$ cat config.mk
export PLATFORM = sky130hd
export DESIGN_NAME = go_back_n_window_sender
export DESIGN_NICKNAME = d
export VERILOG_FILES = /design/src/rtl/core/gbnws_pkg.sv /design/src/rtl/core/go_back_n_window_sender.sv /design/src/rtl/core/gbnws_ctrl.sv /design/src/rtl/core/gbnws_dp.sv
export SDC_FILE = /design/constraint.sdc
export NUM_CORES = 1
export LEC_CHECK = 0
export BUFFER_PORTS_ARGS = -buffer_cell sky130_fd_sc_hd__buf_2
export CORE_MARGIN = 2
export CORE_UTILIZATION = 50
export CTS_BUF_LIST = sky130_fd_sc_hd__clkbuf_8
export CTS_CLUSTER_DIAMETER = 40
export DETAILED_ROUTE_END_ITERATION = 10
export GPL_TIMING_DRIVEN = 1
export HOLD_SLACK_MARGIN = 0.03
export PLACE_DENSITY = 0.81
export SYNTH_ARGS = -nofsm -noshare
export SYNTH_HDL_FRONTEND = slang
export SYNTH_SLANG_ARGS = --single-unit
$ cat constraint.sdc
create_clock -name clk -period 5.86 [get_ports clk]
set_input_delay 0.293 -clock clk [delete_from_list [all_inputs] [get_ports clk]]
set_output_delay 0.293 -clock clk [all_outputs]
set_load 0.02 [all_outputs]
$ cat src/rtl/core/gbnws_pkg.sv
package gbnws_pkg;

  // Largest window the growth step may reach, whatever window_cap says
  localparam int WINDOW_LIMIT = 32;

  // Input modes
  localparam logic [1:0] MODE_START   = 2'd0;
  localparam logic [1:0] MODE_ACK     = 2'd1;
  localparam logic [1:0] MODE_TIMEOUT = 2'd2;

  // Result kinds
  localparam logic [2:0] KIND_TX      = 3'd0;
  localparam logic [2:0] KIND_ACK     = 3'd1;
  localparam logic [2:0] KIND_IGNORED = 3'd2;
  localparam logic [2:0] KIND_DONE    = 3'd3;
  localparam logic [2:0] KIND_TIMEOUT = 3'd4;

  // Configuration register indexes
  localparam logic CFG_INITIAL_SEQUENCE = 1'b0;
  localparam logic CFG_WINDOW_CAP       = 1'b1;

  typedef struct packed {
    logic [1:0]  mode;
    logic [15:0] chunk_total;
    logic        ack_is_data_ack;
    logic [7:0]  ack_sequence;
  } in_item_t;

  typedef struct packed {
    logic [2:0]  kind;
    logic [7:0]  tx_sequence;
    logic [15:0] tx_chunk;
    logic [5:0]  window_now;
    logic        last;
  } out_item_t;

  // What the held item does to the sender state
  typedef enum logic [2:0] {
    ACT_IGNORE,
    ACT_EMPTY,
    ACT_START,
    ACT_ACK_PART,
    ACT_ACK_DONE,
    ACT_ACK_NEXT,
    ACT_TIMEOUT
  } act_t;

  typedef struct packed {
    logic latch;   // capture the accepted item
    logic apply;   // apply the item's state update, emit its lead result if it has one
    logic send;    // emit one transmit of the round
  } cmd_t;

  typedef struct packed {
    act_t act;        // decoded action of the held item
    logic out_free;   // output register can take a result this cycle
    logic round_end;  // transmit going out now closes the round
  } status_t;

endpackage

$ cat src/rtl/core/go_back_n_window_sender.sv
// Go-back-N sender controller with an adaptive window. One item is worked at
// a time: after it is accepted, it is decoded against the sender state, then
// results leave one per cycle, unless the output stalls, through the output
// register. An item gives either a single result (ack accepted, ignored, done)
// or a round of n transmits, n being at most the window; a timeout gives its
// notice, loaded when the item is decoded, ahead of its round. A new item is
// accepted at the edge after the last result of the previous one is loaded
// into the output register.
// Configuration writes are always ready and should be issued only while the
// block is idle.
module go_back_n_window_sender (
  input  logic                 clk,
  input  logic                 rst,
  input  logic                 in_valid,
  output logic                 in_stall,
  input  gbnws_pkg::in_item_t  in_data,
  output logic                 out_valid,
  input  logic                 out_stall,
  output gbnws_pkg::out_item_t out_data,
  input  logic                 cfg_valid,
  output logic                 cfg_ready,
  input  logic                 cfg_index,
  input  logic [7:0]           cfg_data
);

  gbnws_pkg::cmd_t    cmd;
  gbnws_pkg::status_t status;

  assign cfg_ready = 1'b1;

  gbnws_ctrl u_ctrl (
    .clk      (clk),
    .rst      (rst),
    .in_valid (in_valid),
    .status   (status),
    .cmd      (cmd),
    .in_stall (in_stall)
  );

  gbnws_dp u_dp (
    .clk       (clk),
    .rst       (rst),
    .cfg_valid (cfg_valid),
    .cfg_index (cfg_index),
    .cfg_data  (cfg_data),
    .in_data   (in_data),
    .out_stall (out_stall),
    .cmd       (cmd),
    .status    (status),
    .out_valid (out_valid),
    .out_data  (out_data)
  );

endmodule

$ cat src/rtl/core/gbnws_ctrl.sv
module gbnws_ctrl (
  input  logic              clk,
  input  logic              rst,
  input  logic              in_valid,
  input  gbnws_pkg::status_t status,
  output gbnws_pkg::cmd_t    cmd,
  output logic              in_stall
);

  typedef enum logic [1:0] {
    S_IDLE,
    S_EVAL,
    S_SEND
  } state_t;

  state_t state;
  state_t state_next;
  logic   opens_round;

  // Actions that are followed by a round of transmits
  assign opens_round = (status.act == gbnws_pkg::ACT_START) ||
                       (status.act == gbnws_pkg::ACT_ACK_NEXT) ||
                       (status.act == gbnws_pkg::ACT_TIMEOUT);

  assign in_stall = (state != S_IDLE);

  // Commands and next state
  always_comb begin
    cmd        = '0;
    state_next = state;
    case (state)
      S_IDLE: begin
        if (in_valid) begin
          cmd.latch  = 1'b1;
          state_next = S_EVAL;
        end
      end
      S_EVAL: begin
        if (status.out_free) begin
          cmd.apply  = 1'b1;
          state_next = opens_round ? S_SEND : S_IDLE;
        end
      end
      S_SEND: begin
        if (status.out_free) begin
          cmd.send = 1'b1;
          if (status.round_end) begin
            state_next = S_IDLE;
          end
        end
      end
      default: begin
        state_next = S_IDLE;
      end
    endcase
  end

  always_ff @(posedge clk) begin
    if (rst) begin
      state <= S_IDLE;
    end else begin
      state <= state_next;
    end
  end

endmodule

$ cat src/rtl/core/gbnws_dp.sv
module gbnws_dp (
  input  logic                 clk,
  input  logic                 rst,
  input  logic                 cfg_valid,
  input  logic                 cfg_index,
  input  logic [7:0]           cfg_data,
  input  gbnws_pkg::in_item_t  in_data,
  input  logic                 out_stall,
  input  gbnws_pkg::cmd_t      cmd,
  output gbnws_pkg::status_t   status,
  output logic                 out_valid,
  output gbnws_pkg::out_item_t out_data
);

  // Configuration
  logic [7:0]  initial_sequence;
  logic [5:0]  window_cap;

  // Sender state
  logic        busy;
  logic [5:0]  window_len;
  logic [7:0]  next_sequence;
  logic [15:0] chunks_sent;
  logic [15:0] chunks_in_message;
  logic [5:0]  round_packets;
  logic [5:0]  round_acks;
  logic [5:0]  round_count;

  // Held item
  gbnws_pkg::in_item_t item;

  logic [5:0]  cap;
  logic [5:0]  grown;
  logic [5:0]  halved;
  logic [7:0]  want;
  logic [6:0]  acks_plus;
  logic        ack_match;
  logic        out_free;
  logic [2:0]  lead_kind;
  logic [5:0]  lead_window;
  logic        lead_last;
  gbnws_pkg::act_t act;

  // Effective cap: zero acts as one, never above the limit
  always_comb begin
    if (window_cap == 6'd0) begin
      cap = 6'd1;
    end else if (7'(window_cap) > 7'(gbnws_pkg::WINDOW_LIMIT)) begin
      cap = 6'(gbnws_pkg::WINDOW_LIMIT);
    end else begin
      cap = window_cap;
    end
  end

  assign grown  = ((7'(window_len) + 7'd1) < 7'(cap)) ? (window_len + 6'd1) : cap;
  assign halved = (window_len[5:1] > 5'd1) ? {1'b0, window_len[5:1]} : 6'd1;

  // Next in-order ack expected in the round
  assign want      = next_sequence - {2'b00, round_packets} + {2'b00, round_acks};
  assign acks_plus = 7'(round_acks) + 7'd1;
  assign ack_match = item.ack_is_data_ack && (item.ack_sequence == want);

  // Decode the held item
  always_comb begin
    act = gbnws_pkg::ACT_IGNORE;
    if (item.mode == gbnws_pkg::MODE_START && !busy) begin
      act = (item.chunk_total == 16'd0) ? gbnws_pkg::ACT_EMPTY : gbnws_pkg::ACT_START;
    end else if (item.mode == gbnws_pkg::MODE_ACK && busy && ack_match) begin
      if (acks_plus < 7'(round_packets)) begin
        act = gbnws_pkg::ACT_ACK_PART;
      end else if (chunks_sent >= chunks_in_message) begin
        act = gbnws_pkg::ACT_ACK_DONE;
      end else begin
        act = gbnws_pkg::ACT_ACK_NEXT;
      end
    end else if (item.mode == gbnws_pkg::MODE_TIMEOUT && busy) begin
      act = gbnws_pkg::ACT_TIMEOUT;
    end
  end

  // Lead result of the held item
  always_comb begin
    lead_kind   = gbnws_pkg::KIND_IGNORED;
    lead_window = window_len;
    lead_last   = 1'b1;
    case (act)
      gbnws_pkg::ACT_EMPTY: begin
        lead_kind   = gbnws_pkg::KIND_DONE;
        lead_window = 6'd1;
      end
      gbnws_pkg::ACT_ACK_PART: begin
        lead_kind = gbnws_pkg::KIND_ACK;
      end
      gbnws_pkg::ACT_ACK_DONE: begin
        lead_kind   = gbnws_pkg::KIND_DONE;
        lead_window = grown;
      end
      gbnws_pkg::ACT_TIMEOUT: begin
        lead_kind   = gbnws_pkg::KIND_TIMEOUT;
        lead_window = halved;
        lead_last   = 1'b0;
      end
      default: ;
    endcase
  end

  assign out_free         = !out_valid || !out_stall;
  assign status.act       = act;
  assign status.out_free  = out_free;
  assign status.round_end = ((7'(round_count) + 7'd1) == 7'(window_len)) ||
                            ((17'(chunks_sent) + 17'd1) == 17'(chunks_in_message));

  // Configuration registers
  always_ff @(posedge clk) begin
    if (rst) begin
      initial_sequence <= 8'd0;
      window_cap       <= 6'd8;
    end else if (cfg_valid) begin
      case (cfg_index)
        gbnws_pkg::CFG_INITIAL_SEQUENCE: initial_sequence <= cfg_data;
        gbnws_pkg::CFG_WINDOW_CAP:       window_cap       <= cfg_data[5:0];
        default: ;
      endcase
    end
  end

  // Held item
  always_ff @(posedge clk) begin
    if (cmd.latch) begin
      item <= in_data;
    end
  end

  // Sender state updates
  always_ff @(posedge clk) begin
    if (rst) begin
      busy              <= 1'b0;
      window_len        <= 6'd1;
      next_sequence     <= 8'd0;
      chunks_sent       <= 16'd0;
      chunks_in_message <= 16'd0;
      round_packets     <= 6'd0;
      round_acks        <= 6'd0;
      round_count       <= 6'd0;
    end else if (cmd.apply) begin
      case (act)
        gbnws_pkg::ACT_EMPTY, gbnws_pkg::ACT_START: begin
          busy              <= (act == gbnws_pkg::ACT_START);
          window_len        <= 6'd1;
          next_sequence     <= initial_sequence;
          chunks_sent       <= 16'd0;
          chunks_in_message <= item.chunk_total;
          round_packets     <= 6'd0;
          round_acks        <= 6'd0;
          round_count       <= 6'd0;
        end
        gbnws_pkg::ACT_ACK_PART: begin
          round_acks <= acks_plus[5:0];
        end
        gbnws_pkg::ACT_ACK_DONE: begin
          window_len    <= grown;
          busy          <= 1'b0;
          round_packets <= 6'd0;
          round_acks    <= 6'd0;
        end
        gbnws_pkg::ACT_ACK_NEXT: begin
          window_len  <= grown;
          round_count <= 6'd0;
        end
        gbnws_pkg::ACT_TIMEOUT: begin
          window_len    <= halved;
          chunks_sent   <= chunks_sent - {10'd0, round_packets};
          next_sequence <= next_sequence - {2'b00, round_packets};
          round_acks    <= 6'd0;
          round_count   <= 6'd0;
        end
        default: ;
      endcase
    end else if (cmd.send) begin
      next_sequence <= next_sequence + 8'd1;
      chunks_sent   <= chunks_sent + 16'd1;
      round_count   <= round_count + 6'd1;
      if (status.round_end) begin
        round_packets <= round_count + 6'd1;
        round_acks    <= 6'd0;
      end
    end
  end

  // Output register
  always_ff @(posedge clk) begin
    if (rst) begin
      out_valid <= 1'b0;
    end else if (cmd.apply) begin
      out_valid <= (act != gbnws_pkg::ACT_START) && (act != gbnws_pkg::ACT_ACK_NEXT);
    end else if (cmd.send) begin
      out_valid <= 1'b1;
    end else if (!out_stall) begin
      out_valid <= 1'b0;
    end
  end

  always_ff @(posedge clk) begin
    if (cmd.apply) begin
      out_data.kind        <= lead_kind;
      out_data.tx_sequence <= 8'd0;
      out_data.tx_chunk    <= 16'd0;
      out_data.window_now  <= lead_window;
      out_data.last        <= lead_last;
    end else if (cmd.send) begin
      out_data.kind        <= gbnws_pkg::KIND_TX;
      out_data.tx_sequence <= next_sequence;
      out_data.tx_chunk    <= chunks_sent;
      out_data.window_now  <= window_len;
      out_data.last        <= status.round_end;
    end
  end

endmodule

==> metrics.md, run 1 <==
| Metric | Value |
|---|---|
| CTS Buf Count | 17 |
| Via count | slightly above 8k |
| P_leak | 4.09 nW |
| Area growth, synth to finish | 14.4% |
| # port buffers | 76 |
| Syn Inst Count | 1026 |
| Congestion Overflow GR | 0 |
| Netlist Area Pre-Place | 0.00900 mm^2 |
| Ys Warns | 0 |
| Final Critical Period | 5.54 ns |
| Area share of the largest cell type after synthesis | 23.6% |
| First DRT Iteration DRCs | 759 |
| Fillers | 1526 |
| WL final | ~24000 um |
| Synth Net Count | 1125 |
| Cell taking the most area after synthesis | dfxtp_1 |
| Setup CP Type | flop to flop |
| Met1 Usage GRT | 34.6% |
| Synth Area per Inst | 8.77 um^2 |
| Clk_skew | 0.0121 ns |
| Sequential fraction of the synthesis area | 35.9% |
| Status | complete, no violations |
| Post-synth top flop | dfxtp_1 |
| Crit path largest cell delay | 0.48 ns |
| Die W | 138 um |
| Share of cells above drive strength 1 | 15.3% |
| Synth cell types | 94 |
| VDD IR max | 0.199 mV |
| Clk buf depth | 2 |
| Vias per cell | 6.04 |
| HP Class | input port to flop |
| Clock-pin slew on the worst setup and hold paths | 0.08 ns |
| Die Ht | 138 um |
| Post-route cell area | 0.0103 mm^2 |
| Clock sink count | between 100 and 150 |
| Diodes inserted | 0 |
| WHS Path Cells | 3 |
| Top-count cell post-synth | dfxtp_1 |
| Setup violators final | 0 |
| Routing usage on met3 | 4.54% |
| Critical Path Slowest Stage Cell | or4b_1 |
| Met2 Use GR | 38.9% |
| Max Cap Viol | 0 |
| DRC | 0 |
| DRT Pass-1 Iters | 6 |
| Worst-margin pin slew | 0.894 ns |
| Worst Path Required | around 6.2 ns |
| Worst Path Buf+Inv | 4 |
| Crit start category | flop |
| Rows | between 40 and 50 |
| Register Area | 0.00323 mm^2 |
| Drt wl/cell | 17.6 um |
| R2R depth | 25 |
| Pwr/cell area | 231 mW/mm^2 |
| Commonest cells in the netlist | 106 x dfxtp_1, 95 x nand2_1, 78 x a21oi_1 |
| Top Ports | 78 |
| Final Hold Fails | 0 |
| CP endpoint kind | flop |
| Max-slew violation total from the final report | 0 |
| Delay-heaviest family, CP | simple AND/OR/NAND/NOR gates |
| Vias in the first global route | 7522 |
| Largest cells by area after synthesis | dfxtp_1 24%, edfxtp_1 12%, ha_1 7.6% |
| Post-DP HPWL | 16800 um |
| H-tree lvl count | 4 |
| Multi-input gate area | 0.00527 mm^2 |
| Clock Tree Root | clkbuf_8 |
| Hold slack | around 0.074 ns |
| Starting Density | 50.5% |
| Gr usage total | 24.9% |
| CTS tree | built |
| WP data arrival | 5.91 ns |
| GR peak layer | met2 |
| Placed Area | 0.00951 mm^2 |
| Crit-path max FO | 9 |
| Worst skew pair latency | 0.47 ns |
| Die area | around 0.019 mm^2 |
| Global-route wire length before repair | 38900 um |
| Period utilization | 94.5% |
| Final Util | 57.7% |
| Number of routed nets with antenna violations | 0 |
| Post-synth EDFFs | 37 |
| GP Congestion | 0.984 |
| Pwr Total | 2.38 mW |
| FMAX | 0.181 GHz |
| Core Box Area | 0.0178 mm^2 |
| CP most frequent cell | inv_1 |
| Rel. slew slack | about two fifths |
| Stages on worst setup path | 25 |
| Fin nets | 1203 |
| FFs w/ async S/R, synth | 0% |
| Largest net degree at the start of global routing | 68 |
| Initial antenna violation count | 0 |
| #FFs+latches synth | 143 |
path summary, 6_finish.rpt:
path                    startpoint                  endpoint  slack [ns]
max          u_dp.next_sequence[0]        u_dp.window_len[4]        0.32
min                    cfg_data[7]  u_dp.initial_sequence[7]        0.07
max reg2reg  u_dp.next_sequence[0]        u_dp.window_len[4]        0.32
min reg2reg      u_dp.out_data[13]         u_dp.out_data[13]        0.45
what timing repair did:
| action | in CTS | in global routing |
|---|---|---|
| hold buffers | 27 | 0 |
| buffers inserted | 0 | 4 |
| gates resized for setup | 0 | 8 |
| endpoints found under the hold margin | 27 | 0 |
| endpoints found under the setup margin | 0 | 54 |
flip-flops by register name, indices dropped and copies added (netlist names):
signal,flops
u_dp.item,27
u_dp.out_valid,1
u_dp.initial_sequence,8
u_dp.next_sequence,8
u_dp.round_acks,6
u_dp.chunks_sent,16
u_dp.round_packets,6
u_ctrl.state,2
u_dp.chunks_in_message,16
u_dp.out_data,34
u_dp.round_count,6
u_dp.busy,1
u_dp.window_cap,6
u_dp.window_len,6
per-layer routing:
| metal | wire, um | up-vias | part of all wire (%) |
|---|---|---|---|
| met3 | 1970 | 66 | 8.3 |
| met4 | 658 | 0 | 2.8 |
| met2 | 10800 | 405 | 46 |
| met5 | 0 | - | 0 |
| met1 | 10300 | 3761 | 43 |
| li1 | - | 3895 | - |
kinds of logic after synthesis:
group,synth area share (%)
AO/OA/AOI/OAI,20.8
XOR/XNOR,6.20
adder cells (fa/ha/maj),8.42
buffers and inverters,5.82
flip-flops,35.9
multiplexers,3.41
other,0.0417
AND/OR/NAND/NOR,19.4
power breakdown:
group	switching (mW)	leakage (nW)	internal, mW	total, mW
Sequential	0.0334	1.21	1.05	1.08
Combinational	0.214	2.65	0.145	0.359
Clock	0.392	0.231	0.548	0.940
worst reg2reg max path, stage by stage (launching register included):
cell and delay (ns):
dfxtp_1 0.37, inv_1 0.08, ha_1 0.16, inv_1 0.06, fa_1 0.42, a21o_1 0.18
a21oi_1 0.20, xnor2_1 0.18, ha_1 0.35, or4b_1 0.48, o21ai_0 0.09, nor4_1 0.09
xnor2_1 0.22, and3_4 0.27, and2_1 0.22, a21oi_1 0.11, nor2_2 0.17, inv_1 0.12
ha_2 0.25, or2_2 0.32, and2_1 0.22, a41oi_1 0.19, o21a_2 0.26, buf_4 0.14
a221oi_1 0.04, a211oi_1 0.27
per-stage QoR:
stage | instances | setup WS, ns | setup TNS, ns
2_1_floorplan | 1026 | 0.675 | 0
4_1_cts | 1342 | 0.151 | 0
3_5_place_dp | 1283 | 0.195 | 0
3_3_place_gp | 1283 | 0.368 | 0
5_1_grt | 1346 | -0.0418 | -0.0437
6_report | 1346 | 0.321 | 0
placed cells by master, fill, tap and decap left out, types with 19 or more instances in the layout:
cell           count
a21oi_1           77
edfxtp_1          37
dlygate4sd3_1     27
buf_2             76
xor2_1            24
nand3_1           44
nand2_1           95
nor2_1            66
a211oi_1          19
inv_1             59
xnor2_1           30
ha_1              52
o21ai_0           40
dfxtp_1          106
mux2i_1           25
buf_4             20
final cells by class:
| type | instances | area share (%) |
|---|---|---|
| Multi-Input combinational cell | 757 | 51.2 |
| Clock buffer | 17 | 2.27 |
| Clock inverter | 15 | 2.34 |
| Timing Repair Buffer | 123 | 7.78 |
| Inverter | 62 | 2.26 |
| Tap cell | 229 | 2.78 |
| Sequential cell | 143 | 31.4 |
No activity file was read; power rests on OpenSTA's default activity.
==> run 2, diff against run 1 <==
Settings changed: SETUP_SLACK_MARGIN set to 0.4.
==> run 2 against run 1 <==
Count of clock-buffer cells in the layout did not move. Clock skew down 0.0029 ns. Combinational power increased by 5%. Die area is the same. Power is 0.80% higher. Fmax up 4.8%. Sequential power hardly changed. Non-clock buffer count rose by 8. Highest routed layer unchanged. Largest power group unchanged. Critical path type unchanged. Setup slack improved by 0.25 ns. Clock power hardly changed. Flip-flop and latch count is the same.
==> metrics.md, run 2 (synthesis gave the netlist of run 1 again) <==
| Metric | Value |
|---|---|
| Status | complete, no violations |
| Placed cell count | 1283 |
| Vias per cell | 6.07 |
| Final Hold Fails | 0 |
| Max Cap Viol | 0 |
| Max-slew violation total from the final report | 0 |
| Top Ports | roughly 80 |
| R2R depth | 23 |
| H-tree lvl count | 4 |
| Hold EP | u_dp.initial_sequence[7] |
| Non-Filler Instances | 1355 |
| Clk buf depth | 2 |
| Crit-path max FO | 13 |
| Setup CP Type | flop to flop |
| Post-route cell area | between 0.01 and 0.015 mm^2 |
| Worst-margin pin slew | between 0.9 and 1 ns |
| Placed Area | 0.00951 mm^2 |
| Die W | 138 um |
| CTS tree | built |
| Period utilization | 90.2% |
| Worst Path Buf+Inv | 3 |
| # port buffers | 76 |
| Critical R2R Capture | u_dp.window_len[4] |
| CP cell instances | inv_2, ha_1, nor2b_1, o31ai_2, a21boi_1, ha_1, a21oi_1, a211oi_1, nor4_1, xnor2_1, and3_4, and2_2, a21oi_1, nor2_2, buf_4, ha_4, or2_2, and2_1, a41oi_2, o21a_2, buf_4, a221oi_1, a211oi_1 |
| GP Congestion | 0.984 |
| P_leak | 4.14 nW |
| Hold Crit Start | cfg_data[7] |
| WP data arrival | 5.66 ns |
| Worst Path Required | 6.23 ns |
| HP Class | input port to flop |
| Gr usage total | 25.0% |
| Most common cell after layout, fill and taps aside | dfxtp_1 |
| Die Ht | 138 um |
| Number of routed nets with antenna violations | 0 |
| Rel. slew slack | 39.4% |
| WHS Path Cells | 3 |
| Die area | 0.0191 mm^2 |
| Pwr/cell area | 229 mW/mm^2 |
| First DRT Iteration DRCs | 861 |
| VDD IR max | between 0.15 and 0.2 mV |
| Global-route wire length before repair | 39100 um |
| Delay-heaviest family, CP | compound AO/OA/AOI/OAI gates |
| Vias in the first global route | 7588 |
| DRC | 0 |
| Area growth, synth to finish | 16.2% |
| Congestion Overflow GR | 0 |
| Diodes inserted | 0 |
| Placement Setup Slack | slightly below 0.2 ns |
| FMAX | 0.189 GHz |
| Clk_skew | 0.00925 ns |
| Share of cells above drive strength 1 | 17.6% |
| Clock sink count | about 140 |
| Clock-pin slew on the worst setup and hold paths | about 0.080 ns |
| Drt wl/cell | 17.8 um |
| CP endpoint kind | flop |
| R2R Setup Slk | 0.57 ns |
| Post-DP HPWL | 16800 um |
| Clock Tree Root | clkbuf_8 |
| Worst skew pair latency | 0.47 ns |
| CTS Buf Count | 17 |
| DRT Pass-1 Iters | 5 |
| Rows | 49 |
| RSZ-0062 raised after global routing | false |
| Initial antenna violation count | 0 |
| Fin nets | 1212 |
| Final Critical Period | 5.29 ns |
| Leading registers by flop count | u_dp.out_data x34, u_dp.item x27 |
| Starting Density | 50.5% |
| Commonest cells after routing, fill and taps aside | 102 x dfxtp_1, 95 x nand2_1, 76 x buf_2, 74 x a21oi_1, 66 x nor2_1 |
| Crit Reg-Reg Startpoint | u_dp.round_packets[1] |
| Worst setup margin | 0.572 ns |
| Largest net degree at the start of global routing | slightly below 70 |
| Max reg flops | 34 |
| Via count | 8223 |
| Core Box Area | 0.0178 mm^2 |
| Final setup TNS | 0 ns |
| Crit path largest cell delay | 0.41 ns |
| Setup violators final | 0 |
| Crit start category | flop |
| Critical Path Slowest Stage Cell | nor4_1 |
| WL final | 24100 um |
| Biggest register | u_dp.out_data |
==> run 2: worst register-to-register path: cells and delay by family (launching register included) <==
kind | cells | cell delay, ns
AO/OA/AOI/OAI | 9 | 1.88
flip-flops | 1 | 0.33
adder cells (fa/ha/maj) | 3 | 0.82
buffers and inverters | 3 | 0.39
XOR/XNOR | 1 | 0.17
AND/OR/NAND/NOR | 7 | 1.62
==> run 2: through the flow <==
stage | hold slack, ns | utilization (%) | total power [mW]
floorplan | 0.392 | - | 1.34
CTS | 0.0422 | 57.7 | 2.38
global placement | 0.441 | 53.3 | 1.43
detailed placement | 0.446 | 53.3 | 1.43
finish | 0.0736 | 58.6 | 2.40
global route | 0.0850 | 58.6 | 2.49
==> run 2: worst max-delay path by stage <==
stage                                from                   end  slack (ns)  cells after the start
CTS                 u_dp.next_sequence[0]    u_dp.window_len[3]        0.40                     24
finish              u_dp.round_packets[1]    u_dp.window_len[4]        0.57                     23
floorplan           u_dp.round_packets[1]    u_dp.window_len[4]        0.68                     26
global route        u_dp.round_packets[1]  u_dp.chunks_sent[13]        0.27                     21
detailed placement  u_dp.round_packets[1]    u_dp.window_len[0]        0.19                     22
global placement    u_dp.round_packets[1]    u_dp.window_len[0]        0.37                     22
==> run 2: area by class of cell <==
type | count | area [um^2]
fill | 1511 | 7380
multi-input combinational | 758 | 5360
clock inverter | 15 | 241
sequential | 143 | 3240
tap | 229 | 287
timing repair buffer | 131 | 861
clock buffer | 17 | 234
inverter | 62 | 236
==> run 2: power by group <==
group	internal, mW	switching (mW)	leakage (nW)
combinational	0.154	0.222	2.69
sequential	1.05	0.0336	1.21
clock	0.548	0.394	0.231
total	1.75	0.649	4.14
==> run 2: layer usage <==
layer  routed length (um)  track usage (%)  vias to the layer above
met5                    0                0                        -
met4                  693             9.40                        0
met3                 1950             4.75                       63
met2                11100             39.1                      414
met1                10300             34.7                     3840
li1                     -                -                     3906
==> run 2: repair_timing <==
| action | CTS | global route |
|---|---|---|
| gates cloned | 1 | 0 |
| setup buffers | 2 | 10 |
| gates resized for setup | 7 | 26 |
| hold buffers | 27 | 0 |
| endpoints found under the setup margin | 30 | 59 |
| hold endpoints to repair | 27 | 0 |
| pin swaps | 0 | 9 |
==> run 3, diff against run 2 <==
Clock period 5.86 ns to 6.4 ns, I/O delays scaled along.
==> run 3 against run 2 <==
Clock skew is 0.0041 ns higher. Setup slack better by 0.12 ns. Wire length fell by 2.5%. First-iteration DRC count is 13% lower. Via count fell by 0.63%. Non-clock buffer count fell by 17. Fmax down 7.3%. Die area did not move. Critical path type unchanged. Largest power group unchanged.
==> metrics.md, run 3 (synthesis gave the netlist of run 1 again) <==
| Metric | Value |
|---|---|
| Status | complete, no violations |
| Global-route wire length before repair | approximately 38000 um |
| Clock sink count | 143 |
| Leading registers by flop count | u_dp.out_data x34, u_dp.item x27 |
| Placed Area | ~0.0095 mm^2 |
| Most common cell after layout, fill and taps aside | dfxtp_1 |
| Max Cap Viol | 0 |
| Fillers | around 1.5k |
| Final setup TNS | 0 ns |
| Period utilization | 89.1% |
| Worst setup margin | approximately 0.70 ns |
| # port buffers | 76 |
| Clock-pin slew on the worst setup and hold paths | roughly 0.090 ns |
| Post-route cell area | 0.0102 mm^2 |
| WL final | 23500 um |
| FMAX | roughly 0.18 GHz |
| H-tree lvl count | 4 |
| Biggest register | u_dp.out_data |
| RSZ-0062 raised after global routing | false |
| VDD IR max | 0.158 mV |
| Placement Setup Slack | around 0.68 ns |
| Die area | between 0.015 and 0.02 mm^2 |
| Crit-path max FO | 14 |
| Hold slack | roughly 0.088 ns |
| Non-Filler Instances | roughly 1.3k |
| Rel. slew slack | 40.0% |
| Pwr Total | 2.06 mW |
| CTS Buf Count | 17 |
| Hold EP | u_dp.initial_sequence[6] |
| Clk_skew | 0.0133 ns |
| Vias per cell | 6.11 |
| CP cell instances | ha_1, inv_1, fa_1, a21o_1, a21oi_1, xnor2_1, ha_1, or4b_1, o21ai_0, nor4_2, xnor2_1, and3_4, and2_1, a21oi_1, nor2_2, inv_1, ha_1, nor2_1, a22oi_1, o21ai_0, a311oi_2, o32ai_2, a221o_1 |
| Placed cell count | 1276 |
| Pwr/cell area | 202 mW/mm^2 |
| GP Congestion | just under 1 |
| Critical Path Slowest Stage Cell | or4b_1 |
| DRC | 0 |
| CP most frequent cell | ha_1 |
| Max reg flops | 34 |
| Largest net degree at the start of global routing | 67 |
| Final Critical Period | 5.70 ns |
| Fin nets | 1194 |
| Core Box Area | 0.0178 mm^2 |
| Crit path largest cell delay | ~0.5 ns |
| Congestion Overflow GR | 0 |
| Crit start category | flop |
| WP data arrival | 6.05 ns |
| Drt wl/cell | 17.6 um |
| Critical R2R Capture | u_dp.round_acks[3] |
| CTS tree | built |
| Commonest cells after routing, fill and taps aside | 106 x dfxtp_1, 95 x nand2_1, 77 x a21oi_1, 76 x buf_2, 66 x nor2_1 |
| R2R depth | 23 |
| Setup violators final | 0 |
| Register Area | 0.00323 mm^2 |
| Share of cells above drive strength 1 | 14.4% |
| Gr usage total | 24.5% |
| Die Ht | 138 um |
| Multi-input gate area | between 0.005 and 0.006 mm^2 |
| HP Class | input port to flop |
| Via count | 8171 |
| Rows | 49 |
| P_leak | a little over 4 nW |
| Number of routed nets with antenna violations | 0 |
| Area growth, synth to finish | 13.0% |
| Crit Reg-Reg Startpoint | u_dp.round_packets[0] |
| Worst skew pair latency | 0.47 ns |
| Final Util | roughly 57% |
| Final Hold Fails | 0 |
| Setup CP Type | flop to flop |
| CP endpoint kind | flop |
| Diodes inserted | 0 |
| Die W | 138 um |
| Max-slew violation total from the final report | 0 |
| Worst-margin pin slew | about 0.9 ns |
| Vias in the first global route | 7551 |
| Post-DP HPWL | approximately 17000 um |
| R2R Setup Slk | 0.70 ns |
| Starting Density | between 50% and 60% |
| Worst Path Required | 6.75 ns |
| First DRT Iteration DRCs | roughly 750 |
| Clock Tree Root | clkbuf_8 |
| Hold Crit Start | cfg_data[6] |
| Clk buf depth | 2 |
| Initial antenna violation count | 0 |
| DRT Pass-1 Iters | 6 |
| WHS Path Cells | 3 |
| Top Ports | 78 |
run 3: final cells by class:
cell class                      instances  area share (%)
Tap cell                              229            2.82
Inverter                               62            2.29
Timing Repair Buffer                  114            7.33
Clock buffer                           18            2.44
Clock inverter                         14            1.53
Multi-Input combinational cell        757            51.8
Sequential cell                       143            31.8
run 3: power by group:
| part | leakage, nW | internal, mW | switching [mW] |
|---|---|---|---|
| combinational | 2.62 | 0.128 | 0.197 |
| sequential | 1.21 | 0.959 | 0.0293 |
| clock | 0.207 | 0.364 | 0.379 |
| total | 4.04 | 1.45 | 0.605 |
run 3: critical path, delay by kind of cell (launching register included):
kind            cells  cell delay, ns
buf+inv             2            0.21
flops               1            0.41
simple gates        6            1.21
xor+xnor            2            0.35
compound gates      9            1.91
fa+ha+maj           4            1.49
run 3: worst max-delay path by stage:
| stage | from | endpoint | slack (ns) |
|---|---|---|---|
| 2_1_floorplan | u_dp.round_packets[1] | u_dp.window_len[4] | 1.22 |
| 3_3_place_gp | u_dp.round_packets[1] | u_dp.window_len[0] | 0.87 |
| 3_5_place_dp | u_dp.round_packets[1] | u_dp.window_len[0] | 0.68 |
| 4_1_cts | u_dp.round_packets[1] | u_dp.window_len[0] | 0.59 |
| 5_1_grt | u_dp.round_packets[0] | u_dp.out_data[5] | 0.38 |
| 6_report | u_dp.round_packets[0] | u_dp.round_acks[3] | 0.70 |
run 3: what timing repair did:
item                                    in CTS  in global routing
endpoints found under the setup margin       0                 37
setup buffers                                0                  2
endpoints found under the hold margin       27                  0
hold buffers                                27                  0
gates resized for setup                      0                  4
run 3: metal layers:
metal | global-route usage [%] | vias to the layer above | share of wire [%]
met1 | 34.3 | 3821 | 44
met4 | 12.6 | 0 | 3.9
met5 | 0 | - | 0
met3 | 3.64 | 71 | 8.1
met2 | 36.9 | 407 | 44
li1 | - | 3872 | -
